### src/rlc_pkg.sv
`timescale 1ns / 1ps
// Shared types, codes and prefix tables for the response line classifier.
package rlc_pkg;

   localparam int RLC_STORE_DEPTH = 128;
   localparam int RLC_PREFIX_COUNT = 4;

   localparam logic [1:0] ACT_RECEIVE = 2'd0;
   localparam logic [1:0] ACT_CLEAR   = 2'd1;
   localparam logic [1:0] ACT_READ    = 2'd2;

   localparam logic [7:0] CHAR_CR = 8'h0D;
   localparam logic [7:0] CHAR_LF = 8'h0A;

   typedef struct packed {
      logic [1:0] action;
      logic [7:0] rx_byte;
      logic [6:0] read_index;
   } rlc_req_type;

   typedef struct packed {
      logic [2:0] ready_bits;
      logic [7:0] fill_count;
      logic [7:0] read_byte;
   } rlc_rsp_type;

   // Per-request result info from the line control to the response pipeline.
   typedef struct packed {
      logic [2:0] ready_bits;
      logic [7:0] fill_count;
      logic       read_hit;
   } rlc_step_type;

   // Common 9-character lead-in shared by all prefixes.
   localparam logic [8:0][7:0] LEAD_TEXT = {
      8'h2C, 8'h44, 8'h49, 8'h46, 8'h52, 8'h53, 8'h56, 8'h44, 8'h24
   };

   function automatic logic [3:0] prefix_len(input logic [1:0] k);
      logic [3:0] len;
      unique case (k)
         2'd0:    len = 4'd13;
         2'd1:    len = 4'd14;
         2'd2:    len = 4'd13;
         default: len = 4'd12;
      endcase
      return len;
   endfunction

   function automatic logic [2:0] prefix_flag(input logic [1:0] k);
      logic [2:0] flag;
      unique case (k)
         2'd0, 2'd1: flag = 3'b001;
         2'd2:       flag = 3'b010;
         default:    flag = 3'b100;
      endcase
      return flag;
   endfunction

   // Character of prefix k at position pos; zero past the end.
   function automatic logic [7:0] prefix_char(input logic [1:0] k, input logic [3:0] pos);
      logic [4:0][7:0] tail;
      logic [7:0]      ch;
      unique case (k)
         2'd0:    tail = {8'h00, 8'h2C, 8'h59, 8'h44, 8'h52};
         2'd1:    tail = {8'h2C, 8'h44, 8'h41, 8'h45, 8'h52};
         2'd2:    tail = {8'h00, 8'h2C, 8'h52, 8'h45, 8'h56};
         default: tail = {8'h00, 8'h00, 8'h44, 8'h45, 8'h4C};
      endcase
      if (pos < 4'd9) begin
         ch = LEAD_TEXT[pos];
      end else if (pos < 4'd14) begin
         ch = tail[3'(pos - 4'd9)];
      end else begin
         ch = 8'h00;
      end
      return ch;
   endfunction

endpackage

### src/reader_response_line_classifier_unit.sv
`timescale 1ns / 1ps
// Top level of the reader response line classifier.
//
// Requests arrive on req_valid/req_ready/req_data: receive a UART byte, clear
// the fill count and flags, or read a stored byte. Each request yields exactly
// one response on rsp_valid/rsp_ready/rsp_data with the ready flags and fill
// count after the request and, for a read, the stored byte (zero at or past
// the fill count).
// An accepted request is registered in the read stage, then moves into the
// response register when that is empty or being taken. Throughput: one
// request per cycle unless the response stalls; the store is a single RAM
// written at the fill position and read at the request index, one access each
// per cycle, with the read data registered in the RAM for the response stage.
// Reset clears the fill count and flags and re-arms all prefix trackers; the
// store contents are not cleared and need no sweep.
// When the receiver stalls, the response register and one stage behind it
// fill up, after which req_ready drops until rsp_ready returns.
module reader_response_line_classifier_unit
   import rlc_pkg::*;
#(
   parameter int STORE_DEPTH = RLC_STORE_DEPTH
) (
   input  logic        clock,
   input  logic        reset,
   input  logic        req_valid,
   output logic        req_ready,
   input  rlc_req_type req_data,
   output logic        rsp_valid,
   input  logic        rsp_ready,
   output rlc_rsp_type rsp_data
);

   localparam int AW = $clog2(STORE_DEPTH);

   logic          accept;
   rlc_step_type  step;
   logic          wr_en;
   logic [AW-1:0] wr_addr;
   logic [7:0]    wr_data;
   logic          rd_en;
   logic [AW-1:0] rd_addr;
   logic [7:0]    rd_data;

   logic          s1_valid_ff, s1_valid_in;
   rlc_step_type  s1_step_ff, s1_step_in;
   logic          out_valid_ff, out_valid_in;
   rlc_rsp_type   rsp_ff, rsp_in;
   logic          s1_adv;

   rlc_line_ctrl #(
      .STORE_DEPTH(STORE_DEPTH)
   ) u_line_ctrl (
      .clock  (clock),
      .reset  (reset),
      .accept (accept),
      .req    (req_data),
      .step   (step),
      .wr_en  (wr_en),
      .wr_addr(wr_addr),
      .wr_data(wr_data),
      .rd_en  (rd_en),
      .rd_addr(rd_addr)
   );

   rlc_ram #(
      .WIDTH(8),
      .DEPTH(STORE_DEPTH)
   ) u_line_store (
      .clock  (clock),
      .wr_en  (wr_en),
      .wr_addr(wr_addr),
      .wr_data(wr_data),
      .rd_en  (rd_en),
      .rd_addr(rd_addr),
      .rd_data(rd_data)
   );

   assign s1_adv    = s1_valid_ff && (!out_valid_ff || rsp_ready);
   assign req_ready = !s1_valid_ff || s1_adv;
   assign accept    = req_valid && req_ready;

   always_comb begin
      s1_valid_in  = accept || (s1_valid_ff && !s1_adv);
      s1_step_in   = accept ? step : s1_step_ff;
      out_valid_in = s1_adv || (out_valid_ff && !rsp_ready);
      rsp_in       = rsp_ff;
      if (s1_adv) begin
         rsp_in.ready_bits = s1_step_ff.ready_bits;
         rsp_in.fill_count = s1_step_ff.fill_count;
         rsp_in.read_byte  = s1_step_ff.read_hit ? rd_data : 8'h00;
      end
   end

   always_ff @(posedge clock) begin
      if (reset) begin
         s1_valid_ff  <= 1'b0;
         out_valid_ff <= 1'b0;
      end else begin
         s1_valid_ff  <= s1_valid_in;
         out_valid_ff <= out_valid_in;
      end
   end

   always_ff @(posedge clock) begin
      s1_step_ff <= s1_step_in;
      rsp_ff     <= rsp_in;
   end

   assign rsp_valid = out_valid_ff;
   assign rsp_data  = rsp_ff;

   // no new request while the read stage is blocked
   a_no_accept_on_stall: assert property (@(posedge clock) disable iff (reset)
      (s1_valid_ff && !s1_adv) |-> !accept)
      else $error("request accepted while read stage stalled");

   // flags are exclusive: once one is set, bytes are ignored until clear
   a_flags_onehot0: assert property (@(posedge clock) disable iff (reset)
      rsp_valid |-> $onehot0(rsp_data.ready_bits))
      else $error("more than one ready flag set");

   a_clear_result: assert property (@(posedge clock) disable iff (reset)
      (accept && (req_data.action == ACT_CLEAR)) |=>
         ((s1_step_ff.fill_count == 8'h00) && (s1_step_ff.ready_bits == 3'b000)))
      else $error("clear did not zero fill count and flags");

   a_rd_hit_needs_read: assert property (@(posedge clock) disable iff (reset)
      rd_en |-> (accept && (req_data.action == ACT_READ)))
      else $error("store read without a read request");

endmodule

### src/rlc_ram.sv
`timescale 1ns / 1ps
// Generic single-write, single-read RAM with registered read data.
module rlc_ram #(
   parameter int WIDTH = 8,
   parameter int DEPTH = 128
) (
   input  logic                     clock,
   input  logic                     wr_en,
   input  logic [$clog2(DEPTH)-1:0] wr_addr,
   input  logic [WIDTH-1:0]         wr_data,
   input  logic                     rd_en,
   input  logic [$clog2(DEPTH)-1:0] rd_addr,
   output logic [WIDTH-1:0]         rd_data
);

   logic [WIDTH-1:0] mem [DEPTH];
   logic [WIDTH-1:0] rd_data_ff;

   always_ff @(posedge clock) begin
      if (wr_en) begin
         mem[wr_addr] <= wr_data;
      end
      if (rd_en) begin
         rd_data_ff <= mem[rd_addr];
      end
   end

   assign rd_data = rd_data_ff;

endmodule

### src/rlc_line_ctrl.sv
`timescale 1ns / 1ps
// Line control: fill count, prefix tracking, ready flags and store access.
module rlc_line_ctrl
   import rlc_pkg::*;
#(
   parameter int STORE_DEPTH = RLC_STORE_DEPTH
) (
   input  logic                           clock,
   input  logic                           reset,
   input  logic                           accept,
   input  rlc_req_type                    req,
   output rlc_step_type                   step,
   output logic                           wr_en,
   output logic [$clog2(STORE_DEPTH)-1:0] wr_addr,
   output logic [7:0]                     wr_data,
   output logic                           rd_en,
   output logic [$clog2(STORE_DEPTH)-1:0] rd_addr
);

   localparam int AW = $clog2(STORE_DEPTH);
   localparam int FW = $clog2(STORE_DEPTH + 1);
   localparam int CW = (FW > 8) ? FW : 8;

   logic [FW-1:0] fill_ff, fill_in;
   logic [2:0]    flags_ff, flags_in;
   logic [3:0]    alive_ff, alive_in;
   logic          full;
   logic          term;
   logic          hit;
   logic [CW-1:0] idx_ext;
   logic [CW-1:0] fill_ext;
   logic [CW-1:0] fill_next_ext;

   assign full          = (fill_ff == FW'(STORE_DEPTH));
   assign term          = (req.rx_byte == CHAR_CR) || (req.rx_byte == CHAR_LF);
   assign idx_ext       = CW'(req.read_index);
   assign fill_ext      = CW'(fill_ff);
   assign fill_next_ext = CW'(fill_in);
   assign hit           = (idx_ext < fill_ext);

   always_comb begin
      fill_in  = fill_ff;
      flags_in = flags_ff;
      alive_in = alive_ff;
      wr_en    = 1'b0;
      if (accept) begin
         unique case (req.action)
            ACT_RECEIVE: begin
               if (!full && (flags_ff == 3'b000)) begin
                  if (term) begin
                     priority if (alive_ff[0] && (fill_ff >= FW'(prefix_len(2'd0)))) begin
                        flags_in = flags_ff | prefix_flag(2'd0);
                     end else if (alive_ff[1] && (fill_ff >= FW'(prefix_len(2'd1)))) begin
                        flags_in = flags_ff | prefix_flag(2'd1);
                     end else if (alive_ff[2] && (fill_ff >= FW'(prefix_len(2'd2)))) begin
                        flags_in = flags_ff | prefix_flag(2'd2);
                     end else if (alive_ff[3] && (fill_ff >= FW'(prefix_len(2'd3)))) begin
                        flags_in = flags_ff | prefix_flag(2'd3);
                     end
                  end else begin
                     for (int k = 0; k < RLC_PREFIX_COUNT; k++) begin
                        if ((fill_ff < FW'(prefix_len(2'(k)))) &&
                            (prefix_char(2'(k), fill_ff[3:0]) != req.rx_byte)) begin
                           alive_in[k] = 1'b0;
                        end
                     end
                     wr_en   = 1'b1;
                     fill_in = fill_ff + FW'(1);
                  end
               end
            end
            ACT_CLEAR: begin
               fill_in  = '0;
               flags_in = '0;
               alive_in = '1;
            end
            default: begin
            end
         endcase
      end
   end

   always_ff @(posedge clock) begin
      if (reset) begin
         fill_ff  <= '0;
         flags_ff <= '0;
         alive_ff <= '1;
      end else begin
         fill_ff  <= fill_in;
         flags_ff <= flags_in;
         alive_ff <= alive_in;
      end
   end

   assign wr_addr = fill_ff[AW-1:0];
   assign wr_data = req.rx_byte;
   assign rd_en   = accept && (req.action == ACT_READ) && hit;
   assign rd_addr = idx_ext[AW-1:0];

   assign step.ready_bits = flags_in;
   assign step.fill_count = fill_next_ext[7:0];
   assign step.read_hit   = (req.action == ACT_READ) && hit;

endmodule
### config.mk
export PLATFORM = sky130hd
export DESIGN_NAME = reader_response_line_classifier_unit
export DESIGN_NICKNAME = d
export VERILOG_FILES = /design/src/rlc_pkg.sv /design/src/reader_response_line_classifier_unit.sv /design/src/rlc_ram.sv /design/src/rlc_line_ctrl.sv
export SDC_FILE = /design/constraint.sdc
export NUM_CORES = 1
export LEC_CHECK = 0
export CORE_MARGIN = 4
export CORE_UTILIZATION = 45
export CTS_CLUSTER_SIZE = 12
export DETAILED_ROUTE_END_ITERATION = 10
export DONT_BUFFER_PORTS = 1
export PLACE_DENSITY_LB_ADDON = 0.05
export SLEW_MARGIN = 10
export SYNTH_ARGS = -nofsm -noshare
export SYNTH_HDL_FRONTEND = slang
export SYNTH_HIERARCHICAL = 1
export SYNTH_SLANG_ARGS = --single-unit
### constraint.sdc
create_clock -name clock -period 4.7 [get_ports clock]
set_clock_uncertainty 0.15 [all_clocks]
set_input_delay 1.175 -clock clock [delete_from_list [all_inputs] [get_ports clock]]
set_output_delay 1.175 -clock clock [all_outputs]
set_load 0.01 [all_outputs]
Word-level counts from Yosys, hierarchy flattened --
Memories as Yosys holds them, arrays and structs flattened. A register that Yosys moved wholly into a read port is not among the register bits. Index checks and enable logic that the tools add are counted. W data, S select, Z words.
Cells by class: add/subtract/negate cells 2, multipliers 0, divide/modulo/power cells 0, $lt $le $gt $ge 11, equal/unequal tests 15, shifts and indexed selects 0, mux-type cells 87, bitwise logic cells 0, reductions and logical operators 33
Operator list (count):
- $mux W40 | 16
- $mux W8 | 32
- $bmux W8 S3 | 4
- $mux W4 | 15
- $ne A8 B8 Y1 | 4
- $ge A8 B4 Y1 const B | 3
- $lt A8 B4 Y1 | 3
- $mux W3 | 7
- $reduce_and A5 Y1 | 4
- $eq A8 B4 Y1 const B | 2
- $logic_and A1 B1 Y1 | 16
- $pmux W8 S2 | 1
- $mux W1 | 10
- $ne A2 B1 Y1 const B | 5
- $add A8 B1 Y8 const B | 1
- $eq A8 B8 Y1 const B | 1
- $lt A4 B4 Y1 const B | 2
- $lt A7 B8 Y1 | 1
- $pmux W4 S2 | 1
- $pmux W3 S2 | 1
- $logic_not A1 Y1 | 5
- $logic_or A1 B1 Y1 | 5
- $lt A4 B5 Y1 const B | 1
- $lt A3 B4 Y1 const B | 1
- other kinds (7) | 7
Storage, ports and cells: bits in registers 48, latch bits 0, memory bits (writable) 1024, ROM bits 128, logic and storage cells 164, memories kept 2
Memories:
- u_line_store.mem | words 128, bits a word 8, rd ports 1, clocked after Yosys merged registers in 1, wr ports 1, RTL line rlc_ram.sv:16 | logic [WIDTH-1:0] mem [DEPTH];
- (no name shown) | words 16, bits a word 8, rd ports 1, clocked after Yosys merged registers in 1, wr ports 0, RTL line rlc_pkg.sv:71 | ch = LEAD_TEXT[pos];

Longest topological paths before layout --
depth after elaboration 20, gate-level depth with buffers 12

By module --
The synthesis kept the hierarchy.
Modules (own cells, without submodules):
- rlc_ram | times used 1, cells each 1635, area each 39745.6 µm², sequential area each 30989.7 µm²
- rlc_line_ctrl | times used 1, cells each 320, area each 2382.3 µm², sequential area each 440.4 µm²
- reader_response_line_classifier_unit | times used 1, cells each 49, area each 1084.8 µm², sequential area each 970.9 µm²

Worst setup path before layout --
Ideal clock, no wire load.
kind input-to-reg, start point in rsp_ready, end point mem u_line_store.mem[110][0], enable pin, arrival time 3.796 ns, required time 4.180 ns, slack 0.384 ns, stages 10, buffers on the path 2, cell sequence nand3b_4 -> and2_4 -> or4b_4 -> a211o_4 -> nor3_1 -> clkbuf_1 -> nor2b_1 -> nand3_1 -> clkbuf_1 -> nor2_1
On the way: longest elaborated chain between the ends 7
RTL lines:
- from (decl) | RTL line reader_response_line_classifier_unit.sv:29 | input logic rsp_ready,
- $logic_or A1 B1 Y1 | RTL line reader_response_line_classifier_unit.sv:78 | assign s1_adv = s1_valid_ff && (!out_valid_ff || rsp_ready);
- $logic_and A1 B1 Y1 | RTL line reader_response_line_classifier_unit.sv:78
- $logic_or A1 B1 Y1 | RTL line reader_response_line_classifier_unit.sv:79 | assign req_ready = !s1_valid_ff || s1_adv;
- $logic_and A1 B1 Y1 | RTL line reader_response_line_classifier_unit.sv:80 | assign accept = req_valid && req_ready;
- named net accept | RTL line reader_response_line_classifier_unit.sv:35 | logic accept;
- $mux W1 | RTL line rlc_line_ctrl.sv:46 | if (accept) begin
- named net wr_en | RTL line reader_response_line_classifier_unit.sv:37 | logic wr_en;
- $mux W1 | RTL line rlc_ram.sv:20 | if (wr_en) begin
- $mux W1 (implied by the code) | RTL line rlc_ram.sv:21 | mem[wr_addr] <= wr_data;
- to (decl) | RTL line rlc_ram.sv:16
The timed path passes the listed nets, and every way through them passes these cells.

Worst setup path after layout --
start point in rsp_ready, end point mem u_line_store.mem[108][0], enable pin
The elaborated chain is that of the path after synthesis.

==> out/metrics.csv <==
metric;value;unit
drtAntennaViolNets;0;
finalNonFillerCells;3508;
synth_cells;2004;
die_area;101000;sq um
cts-resized-gates;0;
synth-edff-count;1063;
fillers;7503;
via_count;20525;
core_area;95200;sq um
powerDensity;404;nW/um^2
start_util;45.4;%
setup_viol;0;
tns;0;ns
slew_headroom;51.8;%
cts_root_buffer;clkbuf_16;
drt_wl_total;106;mm
min_period_over_period;76.9;%
p_leak;15.4;nW
dp_hpwl;60.1;mm
grt_pass1_wl;154;mm
place_inst;3304;
max_freq;0.277;GHz
syn_area;43200;sq um
synth_cell_type_count;73;
cts_num_sinks;1087;
cp_max_fo;8;
status;completed;
portBuffers;0;
synth_seq_cells;1087;
grt_max_degree;258;
drv_cap;0;
r2r-start;u_line_ctrl/fill_ext[0];
clkLatencyLatePin;0.69;ns
cp-end-kind;register;
dr.pass1.iters;5;
cts-buffers-inserted;114;
arrival;3.85;ns
clkTransAtPathRegs;0.06;ns
ys_warn_count;6;
min-delay-start;s1_step_ff[9];
period_minus_slack;3.61;ns
syn_to_final_growth;13.1;%
ys_top_cells_by_area;edfxtp_1 74%, mux4_2 18%, nor2_1 1.4%;
grt.overflow.total;0;
cp-startpoint;rsp_ready;
synth_common_cells;1063 x edfxtp_1, 336 x mux4_2, 164 x nor2_1, 51 x clkbuf_1, 34 x buf_4;
crit_type;in2reg;
synth.most_common_cell;edfxtp_1;
io-pin-count;42;
startpoint_type;input port;
postSynthAreaPerCell;21.6;sq um
die_w;318;um
hold_viol;0;
finalMaxSlewViolations;0;
cts-htree-levels;3;
drc;0;
tritoncts;done;
finalWeightedCongestion;0.790;
ys_async_sr_fraction;0;%
worstPathRequired;4.94;ns
num_antenna_cells;0;
grt.total_usage;21.0;%
cts_hold_buf;0;
syn_nets;2038;
layout-drive-gt1-share;29.8;%
drt_iter0_drc;1946;
yosysTopAreaCell;edfxtp_1;
wire_per_inst;30.3;um
cts.path.max_buffers;3;
chipHeight;318;um
grt_pass1_vias;20985;
synth.top_cell.area_share;73.9;%
rsz0062_at_grt;false;
num_rows;113;
nNetsFinal;2189;
synth_flop_cell;edfxtp_1;
antenna_found_initial;13;
ir_drop;348;uV
post-cts-setup-buffers;0;
viasPerCell;5.85;
tightest_slew;0.721;ns
min_path_type;reg2reg;
yosysSeqAreaShare;75.0;%
[stage by stage]
step / total power, mW / util, % / hold slack (ns) / setup slack (ns) / area, sq um
3_3_place_gp: 11.5 / 47.7 / 0.256 / 0.493 / 45400
2_1_floorplan: 11.5 / - / 0.250 / 0.384 / 43200
6_report: 19.7 / 51.4 / 0.268 / 1.09 / 48900
3_5_place_dp: 11.5 / 47.7 / 0.257 / 0.428 / 45400
4_1_cts: 19.9 / 51.4 / 0.270 / 1.14 / 48900
5_1_grt: 20.4 / 51.4 / 0.286 / 0.949 / 48900
[layer usage]
| metal | global-route usage, % | up-vias | share of wire [%] |
|---|---|---|---|
| met3 | 4.26 | 127 | 6.5 |
| met1 | 30.1 | 11148 | 43 |
| met4 | 5.13 | 0 | 2.0 |
| met5 | 0 | - | 0 |
| met2 | 33.7 | 615 | 49 |
| li1 | - | 8635 | - |
[where the power goes]
group	leakage (nW)	switching [mW]	internal, mW
clock	1.70	3.59	4.84
combinational	3.88	0.259	0.359
sequential	9.77	0.0178	10.7
total	15.4	3.87	15.9
[registers in the layout, indices dropped and copies added, names as in the netlist, named ones only]
register / count
u_line_ctrl/fill_ext: 8
u_line_store/mem: 1024
u_line_ctrl/flags_ff: 3
u_line_store/rd_data: 8
s1_step_ff: 12
u_line_ctrl/alive_ff: 4
rsp_data: 19
s1_valid_ff: 1
rsp_valid: 1
[layout by cell type (no fill, tap or decap), drive strengths merged, types with 3 or more instances in the layout]
cell type  instances
o21ai             12
xnor2             14
o21a               3
mux4             336
or3                5
and2              13
nand3             23
a211oi             4
nor3              23
a22o               3
and3b              3
nor2             164
buf              163
nor4               6
bufinv             5
nand4              8
o21bai             3
nor2b             14
o31ai              5
a21oi             18
clkbuf           149
a31oi              6
nor3b              3
dfxtp             24
nand2b             9
nand2             33
o22ai              3
clkinv            46
mux2               8
xor2               6
edfxtp          1063
ha                13
inv               18
[cell families after synthesis]
group	share of synthesized area (%)
xor+xnor	0.405
mux	17.8
flops	75.0
simple gates	3.52
fa+ha+maj	0.376
compound gates	1.30
buf+inv	1.65
[area by class of cell]
class / count / area [sq um] / share of cell area, %
Tap cell: 1265 / 1580 / 3.24
Sequential cell: 1087 / 32400 / 66.3
Multi-Input combinational cell: 773 / 10100 / 20.7
Inverter: 16 / 65.1 / 0.133
Clock buffer: 149 / 3070 / 6.28
Timing Repair Buffer: 163 / 1250 / 2.55
Clock inverter: 55 / 415 / 0.850
[final timing paths]
kind         slack (ns)                       end  cells past startpoint
max                1.09  u_line_store/mem[108][0]                     11
min reg2reg        0.27              rsp_data[16]                      0
max reg2reg        1.17  u_line_store/mem[108][0]                     11
min                0.27              rsp_data[16]                      0
[worst max-delay path: stages]
cell and delay (ns):
nand3b_4 0.13, and2_4 0.15, or4b_4 0.49, a211o_4 0.38, nor3_1 0.16, buf_4 0.21, nor2b_1 0.28, nand2_1 0.13
buf_4 0.21, nor2_1 0.30, buf_4 0.22
No activity file was read; power rests on OpenSTA's default activity.
